`src/sv/pptc_ram.sv`:
```
// ----------------------------------------------------------------------------
// Generic single-port RAM
// One read or write per cycle, registered read data.
// ----------------------------------------------------------------------------
`default_nettype none

module pptc_ram #(
  parameter int unsigned Width = 8,
  parameter int unsigned Depth = 16
) (
  input  wire logic                     clk_i,
  input  wire logic                     we_i,
  input  wire logic [$clog2(Depth)-1:0] addr_i,
  input  wire logic [Width-1:0]         wdata_i,
  output logic      [Width-1:0]         rdata_o
);

  logic [Width-1:0] mem_q [Depth];

  always_ff @(posedge clk_i) begin
    if (we_i) begin
      mem_q[addr_i] <= wdata_i;
    end
    rdata_o <= mem_q[addr_i];
  end

endmodule

`default_nettype wire

```
`config.mk`:
```
export PLATFORM = sky130hd
export DESIGN_NAME = pptc_ram
export DESIGN_NICKNAME = d
export VERILOG_FILES = /design/src/sv/pptc_ram.sv
export SDC_FILE = /design/constraint.sdc
export NUM_CORES = 1
export LEC_CHECK = 0
export BUFFER_PORTS_ARGS = -buffer_cell sky130_fd_sc_hd__buf_2
export CORE_MARGIN = 5
export CORE_UTILIZATION = 50
export CTS_CLUSTER_DIAMETER = 150
export DETAILED_ROUTE_END_ITERATION = 8
export HOLD_SLACK_MARGIN = 0.12
export PLACE_DENSITY = 0.67
export REMOVE_ABC_BUFFERS = 1
export SYNTH_ARGS = -nofsm -noshare
export SYNTH_HDL_FRONTEND = slang
export SYNTH_SLANG_ARGS = --single-unit
```
`constraint.sdc`:
```
create_clock -name clk_i -period 4.31 [get_ports clk_i]
set_input_delay 0.862 -clock clk_i [delete_from_list [all_inputs] [get_ports clk_i]]
set_output_delay 0.862 -clock clk_i [all_outputs]
set_load 0.005 [all_outputs]
```
==> impl_results.md <==
* Die height at roughly 110 um
* Sequential area share after synthesis at 79.01%
* Kind of critical path: in -> reg
* Maximum clock path buffer count at 2
* Synthesized area per cell at roughly 22 um^2
* TritonCTS Buffers at 17
* Slew @ Worst Pin at 1.195 ns
* Share of layout cells above drive strength 1 at 31.27%
* Crit path from: addr_i[0]
* Switching Fraction at roughly a fifth
* Pleak at 1.939 nW
* Fmax at 402.0 MHz
* Slew HR at 19.71%
* Gpl congestion at 0.7909
* Post-DRT Antenna Nets at 0
* Fin Clk Skew at 0.008570 ns
* Slew Limit Fails at 0
* Pre-antenna DRT Iters at 4
* Fin crit share at between 50 and 60%
* Iter 0 DRT Violations at around 260
* Crit-path leading delay family: buffers and inverters
* Routed len/inst at 23.83 um
* CP Capture Type: flop
* Die footprint at ~12000 um^2
* Antenna violations before repair at 0
* Cell at the slowest stage of the critical path: buf_2
* Internal power at 0.002531 W
* Synth Cell Area at 5067 um^2
* Sum of net half-perimeters after detailed placement at ~5700 um
* Max Cap Viol at 0
* Total Routing Usage GR at approximately 17%
* Worst Setup Start Kind: input port
* Arrival time worst endpoint at 2.88 ns
* Clock tree root buffer cell: clkbuf_8
* Total Neg Setup Slack at 0 ns
* Final min period at 2.488 ns
* P per Cell Area at 529.0 nW/um^2
* DRC Markers at 0
* Reg clk slew, reported paths at 0.06 ns
* Clk_lat worst skew at slightly above 0.5 ns
* Vias at 2357
* Crit path largest cell delay at 0.62 ns
* Layout area overhead at 16.96%
* Crit path capture: rdata_o[1]
* Psw at roughly 0.00060 W
* Worst r2r src: mem_q[2][1]
* CP max FO at 24
* CP Cell Sequence: buf_2 -> buf_4 -> mux4_2 -> a22oi_1 -> nand2_1
* Worst EP required at ~4.7 ns
* Final setup viols at 0
* Cells after synthesis at 230
* # IOs at 22
* Buf/Inv on CP at 2
* CTS tree: yes
* Placeable Area at 9819 um^2
* Placed Cells at 376
* Starting Density at around half
* Ant diodes at 0
* Hold depth at 3
* VDD IR max at around 0.00028 V
* Gr ovfl total at 0
* Buffers on Ports at 21
* Worst Hold Class: reg -> reg
* Fin. Hold Viols at 0
* Logic pwr share at about 4.3%
* Post-CTS Hold Buffers at 0
* Count of cell types in the netlist at 18
* Reg power frac at 47.4%
* Largest net degree at the start of global routing at 40
* Synth Warn # at 0
* Synth Register Bits at 136
* Routed wire length at 9721 um
* Vias in the first global route at 2504
* Status: finished clean
* CTS H-Tree Depth at 4
* Detail-routed via count per cell at 5.777
* Post-CTS setup buffers at 0
* Reg2Reg Depth at 3
* Reg2Reg Setup Slack at a little under 3 ns
* Clk sinks at 136
* Resized Gates After CTS at 0
* First-pass GRT wire length at 15370 um
* Clock network power share at 48.3%
* Fin cells at 408
* RSZ-0062 raised after global routing: no
* RR Endpoint: rdata_o[1]
* DIE WIDTH at 110.7 um
* Nets at 276
* # rows at 36
* Crit path depth at 5
-- worst min path at each step --
stage | from | endpoint | slack [ns]
finish | mem_q[0][3] | rdata_o[3] | 0.69
global route | mem_q[2][7] | rdata_o[7] | 0.73
CTS | mem_q[0][3] | rdata_o[3] | 0.70
detailed placement | mem_q[14][4] | rdata_o[4] | 0.67
global placement | mem_q[14][4] | rdata_o[4] | 0.67
floorplan | mem_q[14][0] | rdata_o[0] | 0.63
-- metrics by stage --
stage                     area, um^2  worst slack [ns]  hold slack (ns)  utilization [%]  total power, W
after floorplan                 5007             1.955           0.6349                -        0.001574
after global placement          5301             1.232           0.6725            53.99        0.001646
after detailed placement        5301             1.224           0.6663            53.99        0.001648
after CTS                       5927             1.746           0.6960            60.36        0.003149
after global routing            5927             1.639           0.7334            60.36        0.003234
final                           5927             1.822           0.6934            60.36        0.003135
-- sequential cells by signal, summed over array words and instances (netlist names) --
name and cells:
rdata_o 8, mem_q 128
-- cell usage after synthesis, drive strengths merged --
cell / number / area share, %
nand3: 1 / 0.099
nor3: 4 / 0.40
nand2b: 2 / 0.25
nor2b: 2 / 0.25
dfxtp: 8 / 3.2
clkbuf: 3 / 0.25
mux4: 32 / 14
nor2: 13 / 0.96
nand2: 9 / 0.67
a22oi: 16 / 2.4
and2: 1 / 0.12
buf: 8 / 0.94
edfxtp: 128 / 76
or3b: 1 / 0.17
nand3b: 2 / 0.30
-- placed cells by master (no fill, tap or decap), drive strengths merged, types with 5 or more instances in the layout --
| master | count |
|---|---|
| mux4 | 32 |
| clkinv | 7 |
| buf | 24 |
| a22oi | 16 |
| clkbuf | 20 |
| dfxtp | 8 |
| edfxtp | 128 |
| bufinv | 5 |
| nor2 | 13 |
| nand2 | 9 |
-- per-layer routing --
metal  vias to the layer above  GRT usage (%)  part of all wire [%]
li1                       1026              -                     -
met1                      1221          24.68                    43
met2                       100          25.69                    49
met3                        10          5.731                   7.0
met4                         0          4.926                   1.2
met5                         -              0                     0
-- worst register-to-register path, delay by kind of cell (launching register included) --
| family | cells | cell delay (ns) |
|---|---|---|
| AND/OR/NAND/NOR | 1 | 0.09 |
| multiplexers | 1 | 0.49 |
| AO/OA/AOI/OAI | 1 | 0.32 |
| flip-flops | 1 | 0.38 |
-- power groups by stage --
stage | logic [W] | clock network [W] | registers, W
after floorplan | 0.0000609 | 0 | 0.00151
after global placement | 0.000133 | 0 | 0.00151
after detailed placement | 0.000135 | 0 | 0.00151
after CTS | 0.000136 | 0.00153 | 0.00149
after global routing | 0.000146 | 0.00160 | 0.00149
final | 0.000134 | 0.00151 | 0.00149
-- cell families (layout without fill, tap and decap cells) --
kind of cell	after synthesis	after routing	share of synthesized area, %
DFF	136	136	79.01
buffers and inverters	11	56	1.185
muxes	32	32	14.22
AOI/OAI and AO/OA	16	16	2.370
and+or+nand+nor	35	35	3.210
-- final cells by class --
type | count | area [um^2]
flip-flops and latches | 136 | 4004
fillers | 704 | 3892
multi-input cells | 83 | 1003
clock buffers | 20 | 425.4
clock inverters | 12 | 200.2
well taps | 133 | 166.4
repair buffers | 24 | 127.6
No activity file was read; power rests on OpenSTA's default activity.
